--- src/hw/rtl/lpi_pkg.sv ---
// ----------------------------------------------------------------------------
// lpi_pkg: shared constants for the line / plane intersection pipeline
// Stage counts of the pipeline sections and the quotient guard width.
// ----------------------------------------------------------------------------
package lpi_pkg;

    // register stages in the difference / dot product section
    localparam int FRONT_STAGES = 3;
    // register stages in the numerator scaling section
    localparam int SCALE_STAGES = 4;
    // register stages in the rounding / clipping section
    localparam int OUT_STAGES   = 2;
    // quotient bits kept beyond the coordinate width
    localparam int QUOT_EXTRA   = 2;

endpackage

--- src/hw/rtl/lpi_out.sv ---
// ----------------------------------------------------------------------------
// lpi_out: rounding, offset and clipping
// Rounds the quotient half away from zero, adds the line point and
// saturates to the coordinate range.
// ----------------------------------------------------------------------------
module lpi_out #(
    parameter int W = 32
) (
    input  logic                   clk,
    input  logic [lpi_pkg::OUT_STAGES-1:0] en,
    input  logic signed [W-1:0]    a,
    input  logic [3*W+5:0]         rem,
    input  logic [W+lpi_pkg::QUOT_EXTRA-1:0] q,
    input  logic [2*W+3:0]         dm,
    input  logic                   neg,
    input  logic                   dz,
    input  logic                   ovf,
    output logic signed [W-1:0]    hit,
    output logic                   sat,
    output logic                   found
);
    localparam int NW = 2 * W + 4;
    localparam int QB = W + lpi_pkg::QUOT_EXTRA;
    localparam int RW = NW + QB;
    localparam int SW = W + 4;
    localparam logic signed [SW-1:0] HI_LIM = (SW'(1) <<< (W - 1)) - SW'(1);
    localparam logic signed [SW-1:0] LO_LIM = -(SW'(1) <<< (W - 1));

    logic [QB:0]          qm_reg;
    logic signed [W-1:0]  a_reg;
    logic                 neg_reg, dz_reg, ovf_reg;
    logic                 rnd;
    logic signed [SW-1:0] qs;
    logic signed [SW-1:0] sum;
    logic signed [W-1:0]  hit_next;
    logic                 sat_next;
    logic signed [W-1:0]  hit_reg;
    logic                 sat_reg, found_reg;

    assign rnd = ({rem, 1'b0} >= (RW + 1)'(dm));

    always_comb
    begin
        qs  = neg_reg ? -SW'(qm_reg) : SW'(qm_reg);
        sum = SW'(a_reg) + qs;
        hit_next = sum[W-1:0];
        sat_next = 1'b0;
        if (dz_reg)
        begin
            hit_next = '0;
        end
        else if (ovf_reg)
        begin
            sat_next = 1'b1;
            hit_next = neg_reg ? LO_LIM[W-1:0] : HI_LIM[W-1:0];
        end
        else if (sum > HI_LIM)
        begin
            sat_next = 1'b1;
            hit_next = HI_LIM[W-1:0];
        end
        else if (sum < LO_LIM)
        begin
            sat_next = 1'b1;
            hit_next = LO_LIM[W-1:0];
        end
    end

    always_ff @(posedge clk)
    begin
        if (en[0])
        begin
            qm_reg  <= (QB + 1)'(q) + (QB + 1)'(rnd);
            a_reg   <= a;
            neg_reg <= neg;
            dz_reg  <= dz;
            ovf_reg <= ovf;
        end
        if (en[1])
        begin
            hit_reg   <= hit_next;
            sat_reg   <= sat_next;
            found_reg <= !dz_reg;
        end
    end

    assign hit   = hit_reg;
    assign sat   = sat_reg;
    assign found = found_reg;

endmodule

--- config.mk ---
export PLATFORM = sky130hd
export DESIGN_NAME = lpi_out
export DESIGN_NICKNAME = d
export VERILOG_FILES = /design/src/hw/rtl/lpi_pkg.sv /design/src/hw/rtl/lpi_out.sv
export SDC_FILE = /design/constraint.sdc
export NUM_CORES = 1
export LEC_CHECK = 0
export ABC_AREA = 1
export CORE_AREA = 2 2 132 134
export DETAILED_ROUTE_END_ITERATION = 16
export DIE_AREA = 0 0 134 136
export DONT_BUFFER_PORTS = 1
export GPL_TIMING_DRIVEN = 1
export PLACE_DENSITY = 0.7
export SYNTH_ARGS = -nofsm -noshare
export SYNTH_HDL_FRONTEND = slang
export SYNTH_SLANG_ARGS = --single-unit
export TNS_END_PERCENT = 1
--- constraint.sdc ---
create_clock -name clk -period 8.5 [get_ports clk]
set_input_delay 0.425 -clock clk [delete_from_list [all_inputs] [get_ports clk]]
set_output_delay 0.425 -clock clk [all_outputs]
set_load 0.05 [all_outputs]
## Word-level counts from Yosys, hierarchy flattened

Cells that the tools add are included.

- Muxes and demuxes: 8
- Magnitude comparators: 3
- Add/sub/neg operators: 3
- Reduce and logical (&&, ||, !) cells: 1

Operators with widths:

| kind | number |
|---|---|
| two-way mux 32 bit | 4 |
| >= comparator 103 x 68 -> 1 bit | 1 |
| adder 32 x 36 -> 36 bit | 1 |
| > comparator 36 x 32 -> 1 bit (second input constant) | 1 |
| < comparator 36 x 32 -> 1 bit (second input constant) | 1 |
| two-way mux 36 bit | 1 |
| negation 35 -> 36 bit | 1 |
| adder 34 x 1 -> 35 bit | 1 |
| two-way mux 1 bit | 3 |
| logical NOT 1 bit | 1 |

- Bits of input ports: 242
- Bits in registers: 104
- Word-level logic and storage cells: 23

## Depth between registers and ports, before layout

Gate-level depths: netlist of the first run.

- Depth in word-level cells: 7
- Gate-level depth with buffers: 30
- Depth with buffers taken out: 28

## Least setup slack after synthesis of the first run

Ideal clock, no wire load.

- Path kind: register to register
- Start: reg qm_reg[0]
- End: reg hit_reg[21] (netlist: hit[21]), data pin
- Path buffers: 2
- Arrival: 3,629 ps
- Clock period less this slack: 3,895 ps
- Cell stages (with the launch flop): 27
- Setup slack: 4,605 ps
- Cells stage by stage: edfxtp_1 -> inv_1 -> ha_1 -> inv_1 -> nor3_1 -> nand3_1 -> nor3_1 -> nand4_1 -> o21ai_0 -> o21ai_0 -> xor2_1 -> ha_1 -> nand2_1 -> nor2_1 -> nand2_1 -> nor4_2 -> nand2_2 -> nand2_1 -> nand2_1 -> nand2_1 -> nand4_1 -> nand3_2 -> nand2_2 -> buf_6 -> buf_6 -> nor2_1 -> nor2_1

- Word-level cells in the longest chain between the ends: 7
- Elaborated cells on any way between the ends: 8
- Those cells by class: 2 x add/sub; 2 x order compare; 4 x mux

Ends and longest elaborated chain:

| element | RTL line | text |
|---|---|---|
| start, declared | lpi_out.sv:29 | `logic [QB:0] qm_reg;` |
| start signal, assigned | lpi_out.sv:73 | `qm_reg <= (QB + 1)'(q) + (QB + 1)'(rnd);` |
| negation 35 -> 36 bit | lpi_out.sv:44 | `qs = neg_reg ? -SW'(qm_reg) : SW'(qm_reg);` |
| two-way mux 36 bit * | lpi_out.sv:44 |  |
| adder 32 x 36 -> 36 bit * | lpi_out.sv:45 | `sum = SW'(a_reg) + qs;` |
| < comparator 36 x 32 -> 1 bit | lpi_out.sv:62 | `else if (sum < LO_LIM)` |
| two-way mux 32 bit | lpi_out.sv:62 |  |
| two-way mux 32 bit * | lpi_out.sv:57 | `else if (sum > HI_LIM)` |
| two-way mux 32 bit * | lpi_out.sv:52 | `else if (ovf_reg)` |
| end signal, assigned | lpi_out.sv:81 | `hit_reg <= hit_next;` |
| end, declared | lpi_out.sv:37 | `logic signed [W-1:0] hit_reg;` |

Mark *: on every way between the ends. The rest lies on a longest branch, timed or not.
A chain may end at the register's enable or synchronous reset.

## Worst setup path after layout of the first run

- Start: reg qm_reg[0]
- End: reg hit_reg[12] (netlist: hit[12]), data pin

Same word-level chain as after synthesis.

==> reports/metrics.yaml, run 1 <==
finish:
  multi_input_area_um2: 5370
  fin_util: 0.572
  nets: 1502
  fill_cells: 1591
  largest_reg_flops: 35
  seqCellArea_um2: 3120
  flow.area_growth_from_synthesis_pct: 5.47
  drive_gt1_frac: 0.0639
clock_tree:
  numCtsBuffers: 9
  cts_tree: "done"
  cts_resized: 0
  clockBufferDepth: 2
  cts_max_level: 3
  clock_sinks: 104
  post_cts_buffers: 0
  clk_pin_slew_ps: 70
  ctsRootBufferMaster: "clkbuf_16"
  cts_hold_repair.buffers: 0
  clock_latency_ps: 360
synthesis:
  synth_area_leader_cell: "edfxtp_1"
  synth_edf_count: 104
  yosys_warnings: 0
  ys.flop_type: "edfxtp_1"
  syn_avg_cell_area_um2: 7.92
  synth_area_um2: 9150
  synth_cell_type_count: 41
  async_flop_share: 0
  synth_seq_cells: 104
  syn-instance-count: 1155
  synthTopCellsByArea: "edfxtp_1 (34%), ha_1 (14%), nand2_1 (8.2%)"
  synth_seq_area_share: 0.341
  synth_fp_nets: 1504
  synth_top_area_share: 0.341
power:
  pwr-share-seq: 0.413
  power.switching_mw: 0.692
  p_sw_frac: 0.387
  power_density_nw_per_um2: 185
  total_power_mw: 1.79
  p_int_mw: 1.10
  p_comb_frac: 0.355
  ir_worst_vdd_v: 0.000125
  leakage_nw: 4.30
  p_clk_frac: 0.232
timing:
  grt_setup_unrepaired: "false"
  tightest_slew_ps: 1020
  clock.fmax_mhz: 206
  hold_violations: 0
  finalClockSkew_ps: 7.18
  fin_tns_setup_ps: 0
  maxSlewHeadroom: 0.320
  fin_crit_ps: 4850
  holdWs_ps: 158
  setup_viol: 0
  slew_violations: 0
  period_share: 0.570
  timing.final.ws_setup_ps: 3650
grt:
  antenna_found_initial: 2
  first_global_vias: 7178
  gr-usage-met3: 0.0589
  grtUsageTotal: 0.246
  use_met1: 0.320
  met2_usage: 0.414
  grt_first_pass_wirelength_mm: 35.2
  busiest_layer: "met2"
  grt-ovfl-total: 0
  grt_max_degree: 71
setup_path:
  slowest_stage: "nand2_2"
  ff2ff_setup_slack_ps: 3650
  crit_top_cell: "nand2_1"
  end_kind: "register"
  startpoint_type: "register"
  crit_path_max_fanout: 29
  path_class: "register to register"
  worstPathRequired_ps: 8560
  cp.arrival_ps: 4910
  crit_path_max_incr_delay_ps: 450
route:
  wire_per_inst_um: 16.0
  dr.pass1.iters: 5
  vias_per_cell: 5.38
  drt_iter0_markers: 522
  vias: 7440
  ant_nets: 0
  postRouteWirelength_mm: 22.2
  drc: 0
run_status:
  run_status: "completed"
floorplanning:
  ioPinCount: 276
  die_w_um: 134
  dieArea_um2: 18200
  placementRows: 48
  core_um2: 16900
  die_y_um: 136
  start_util: 0.542
placed_design:
  dp_hpwl_mm: 18.7
  numPortBuffers: 0
  gp_congestion: 0.942
  dp_worst_setup_slack_ps: 3720
min_path:
  hold_path.class: "input pin to register"
job:
  maxCapViolCount: 0
logic make-up after synthesis:
logic type                 after synthesis  synth area share
adders and majority gates              107             0.147
DFF                                    104             0.341
buffers and inverters                  167            0.0721
AOI/OAI and AO/OA                      147            0.0885
and+or+nand+nor                        536             0.261
xor gates and xnor gates                94            0.0900
synthesized netlist by cell type (2+ instances only):
master,n
a21oi_1,83
o21a_1,2
nor3_1,24
o21ai_0,31
inv_1,151
clkbuf_1,8
nor2_1,176
o31ai_1,4
a21o_1,2
nand3_2,7
inv_2,2
xor2_1,53
nor4_1,19
edfxtp_1,104
nand3_1,38
nand4_1,22
buf_6,4
nor3_2,3
xnor2_1,41
and3_1,3
nand2_1,199
buf_2,2
nand2_2,23
a31oi_1,6
ha_1,106
nor2_2,16
o211ai_1,3
o21bai_1,4
nor4_2,2
o21ai_1,5
o21ai_2,2
power by group through the flow:
| stage | logic [mW] | clock network (mW) | registers, mW |
|---|---|---|---|
| floorplan | 0.514 | 0 | 0.735 |
| global placement | 0.620 | 0 | 0.750 |
| detailed placement | 0.625 | 0 | 0.751 |
| CTS | 0.628 | 0.422 | 0.740 |
| global route | 0.717 | 0.443 | 0.746 |
| finish | 0.635 | 0.414 | 0.739 |
through the flow:
step                      area, um^2  instances
after global placement          9360       1367
after global routing            9650       1383
final                           9650       1384
after CTS                       9650       1383
after floorplan                 9150       1155
after detailed placement        9360       1367
final timing paths:
kind | endpoint | depth (start not counted) | startpoint
worst min-delay path | a_reg[12] | 0 | a[12]
worst max register to register | hit[12] | 26 | qm_reg[0]
worst max-delay path | hit[12] | 26 | qm_reg[0]
worst min register to register | sat | 2 | ovf_reg
per-layer routing:
metal  vias to the layer above  part of all wire
li1                       3860                 -
met1                      3309              0.45
met2                       250              0.48
met3                        19             0.062
met4                         2             0.011
met5                         -           0.00050
final cells by class:
class | instances | share of cell area
multi-input cells | 884 | 0.556
flip-flops and latches | 104 | 0.324
inverters | 153 | 0.0595
well taps | 225 | 0.0292
clock buffers | 9 | 0.0233
clock inverters | 7 | 0.00713
repair buffers | 1 | 0.000778
diodes | 1 | 0.000259
layout by cell type, fill, tap and decap left out, types with 5 or more instances in the layout:
master,n
nand2_1,199
nor2_1,176
inv_1,151
ha_1,106
edfxtp_1,104
a21oi_1,83
xor2_1,53
xnor2_1,41
nand3_1,38
o21ai_0,31
nor3_1,24
nand2_2,23
nand4_1,22
nor4_1,19
nor2_2,16
clkbuf_16,9
nand3_2,7
a31oi_1,6
o21ai_1,5
worst max-delay path, delay by kind of cell (launching register included):
family	cells	cell delay (ps)
compound gates	2	600
xor+xnor	1	180
fa+ha+maj	2	500
flops	1	430
simple gates	19	2670
buf+inv	2	140
No activity file was read; power rests on OpenSTA's default activity.
==> inputs of run 2 (changes only) <==
==> constraint.sdc (replaced) <==
create_clock -name clk -period 4.85 [get_ports clk]
set_input_delay 0.2425 -clock clk [delete_from_list [all_inputs] [get_ports clk]]
set_output_delay 0.2425 -clock clk [all_outputs]
set_load 0.05 [all_outputs]
==> reports/metrics.yaml, run 2 (same netlist as run 1, synthesis figures left out) <==
timing:
  maxSlewHeadroom: 0.260
  finalClockSkew_ps: 7.53
  setup_viol: 0
  clock.fmax_mhz: 227
  slew_violations: 0
  period_share: 0.909
  grt_setup_unrepaired: "false"
  tightest_slew_ps: 1110
  fin_crit_ps: 4410
  hold_violations: 0
  fin_tns_setup_ps: 0
route:
  drt_iter0_markers: 515
  wl_met3_mm: 1.48
  top_layer: "met4"
  vias: 7655
  postRouteWirelength_mm: 22.4
  dr.pass1.iters: 5
  met2_length_mm: 10.4
  vias_per_cell: 5.37
  m1WireLength_mm: 9.90
  drc: 0
  ant_nets: 0
  wire_per_inst_um: 15.8
clock_tree:
  ctsRootBufferMaster: "clkbuf_16"
  numCtsBuffers: 9
  clockBufferDepth: 2
  clk_pin_slew_ps: 70
  cts_tree: "done"
  post_cts_buffers: 0
  clock_sinks: 104
  cts_max_level: 3
  clock_latency_ps: 360
setup_path:
  r2r_start: "qm_reg[0]"
  crit_path_max_fanout: 4
  ff2ff_setup_slack_ps: 440
  startpoint_type: "register"
  worstPathRequired_ps: 5020
  worstPathCellList: "inv_1 -> ha_1 -> inv_1 -> nor3_1 -> nand3_1 -> nor3_1 -> nand4_1 -> o41ai_1 -> xor2_1 -> ha_1 -> a21oi_1 -> o21ai_0 -> nand2_1 -> nand2_1 -> a21oi_1 -> nand2_1 -> nand2_1 -> nand2_2 -> nor2_2 -> nand2_1 -> a21oi_1 -> nand2_1 -> a21oi_1"
  path_class: "register to register"
  crit_top_cell: "nand2_1"
  ff2ff_path_depth: 23
  crit_path_max_incr_delay_ps: 440
  cp.arrival_ps: 4580
  end_kind: "register"
  regToRegEndpoint: "hit[1]"
  slowest_stage: "edfxtp_1"
  crit_path_start: "qm_reg[0]"
finish:
  mostFrequentLayoutCells: "nand2_1 (199), nor2_1 (176), inv_1 (151)"
  fill_cells: 1517
  finalInstanceArea_um2: 10100
  instances_no_fill: 1425
  flow.area_growth_from_synthesis_pct: 10.3
  largest_reg_flops: 35
  drive_gt1_frac: 0.0676
  mostFrequentLayoutCell: "nand2_1"
  nets: 1544
floorplanning:
  start_util: 0.542
  die_y_um: 136
  dieArea_um2: 18200
  placementRows: 48
  die_w_um: 134
  core_um2: 16900
  ioPinCount: 276
placed_design:
  dp_hpwl_mm: 18.8
  numPortBuffers: 0
  dp_cells: 1370
  gp_congestion: 0.923
  dpl_cell_area_um2: 9390
power:
  ir_worst_vdd_v: 0.000196
  leakage_nw: 4.49
  total_power_mw: 3.13
  power_density_nw_per_um2: 310
run_status:
  run_status: "completed"
grt:
  first_global_vias: 7532
  antenna_found_initial: 1
  grt_max_degree: 35
  grt-ovfl-total: 0
  grt_first_pass_wirelength_mm: 35.8
  grtUsageTotal: 0.250
min_path:
  worstHoldStart: "q[32]"
  hold_end: "qm_reg[32]"
  holdPathStages: 1
  hold_path.class: "input pin to register"
job:
  maxCapViolCount: 0
[run 2: cell count changes in the layout (fill, tap and decap cells not counted), moves of 2 or more]
cell / change
buf_12: +3
clkinv_4: +2
buf_4: +2
dlygate4sd3_1: +37
[run 2: area by class of cell]
class,instances,area (um^2),area share
Clock inverter,6,46.3,0.00459
Clock buffer,9,225,0.0223
Multi-Input combinational cell,884,5390,0.534
Antenna cell,1,2.50,0.000248
Timing Repair Buffer,43,453,0.0449
Tap cell,225,282,0.0279
Sequential cell,104,3120,0.309
Inverter,153,574,0.0569
[run 2: worst max path at each step]
stage	slack, ps	end
floorplan	950	hit[21]
global placement	300	hit[27]
detailed placement	230	hit[13]
CTS	190	hit[10]
global route	20	hit[15]
finish	440	hit[1]
[run 2: where the power goes]
group	internal, mW	leakage [nW]	switching (mW)	total (mW)
combinational	0.449	3.32	0.720	1.17
clock	0.347	0.128	0.315	0.662
sequential	1.11	1.03	0.192	1.30
total	1.90	4.49	1.23	3.13
[run 2: timing repair]
item,CTS,global route
endpoints found under the hold margin,98,0
setup endpoints to repair,0,32
hold buffers,39,0
resized for setup,0,5
[run 2: worst max-delay path, delay by kind of cell, from the launching register on]
kind                     cells  cell delay (ps)
AO/OA/AOI/OAI                6             1450
adder cells (fa/ha/maj)      2              470
flip-flops                   1              440
AND/OR/NAND/NOR             12             1480
buffers and inverters        2              140
XOR/XNOR                     1              220
[run 2: stage by stage]
| step | setup WS (ps) | hold WS [ps] | util |
|---|---|---|---|
| 3_5_place_dp | 226 | 341 | 0.556 |
| 6_report | 441 | 78.6 | 0.598 |
| 2_1_floorplan | 955 | 341 | - |
| 4_1_cts | 192 | 70.7 | 0.597 |
| 3_3_place_gp | 301 | 341 | 0.556 |
| 5_1_grt | 15.2 | 64.9 | 0.598 |
[run 2: metal layers]
layer,track usage,vias to the layer above
li1,-,3940
met4,0.0952,0
met3,0.0515,42
met2,0.416,262
met1,0.322,3411
met5,0,-
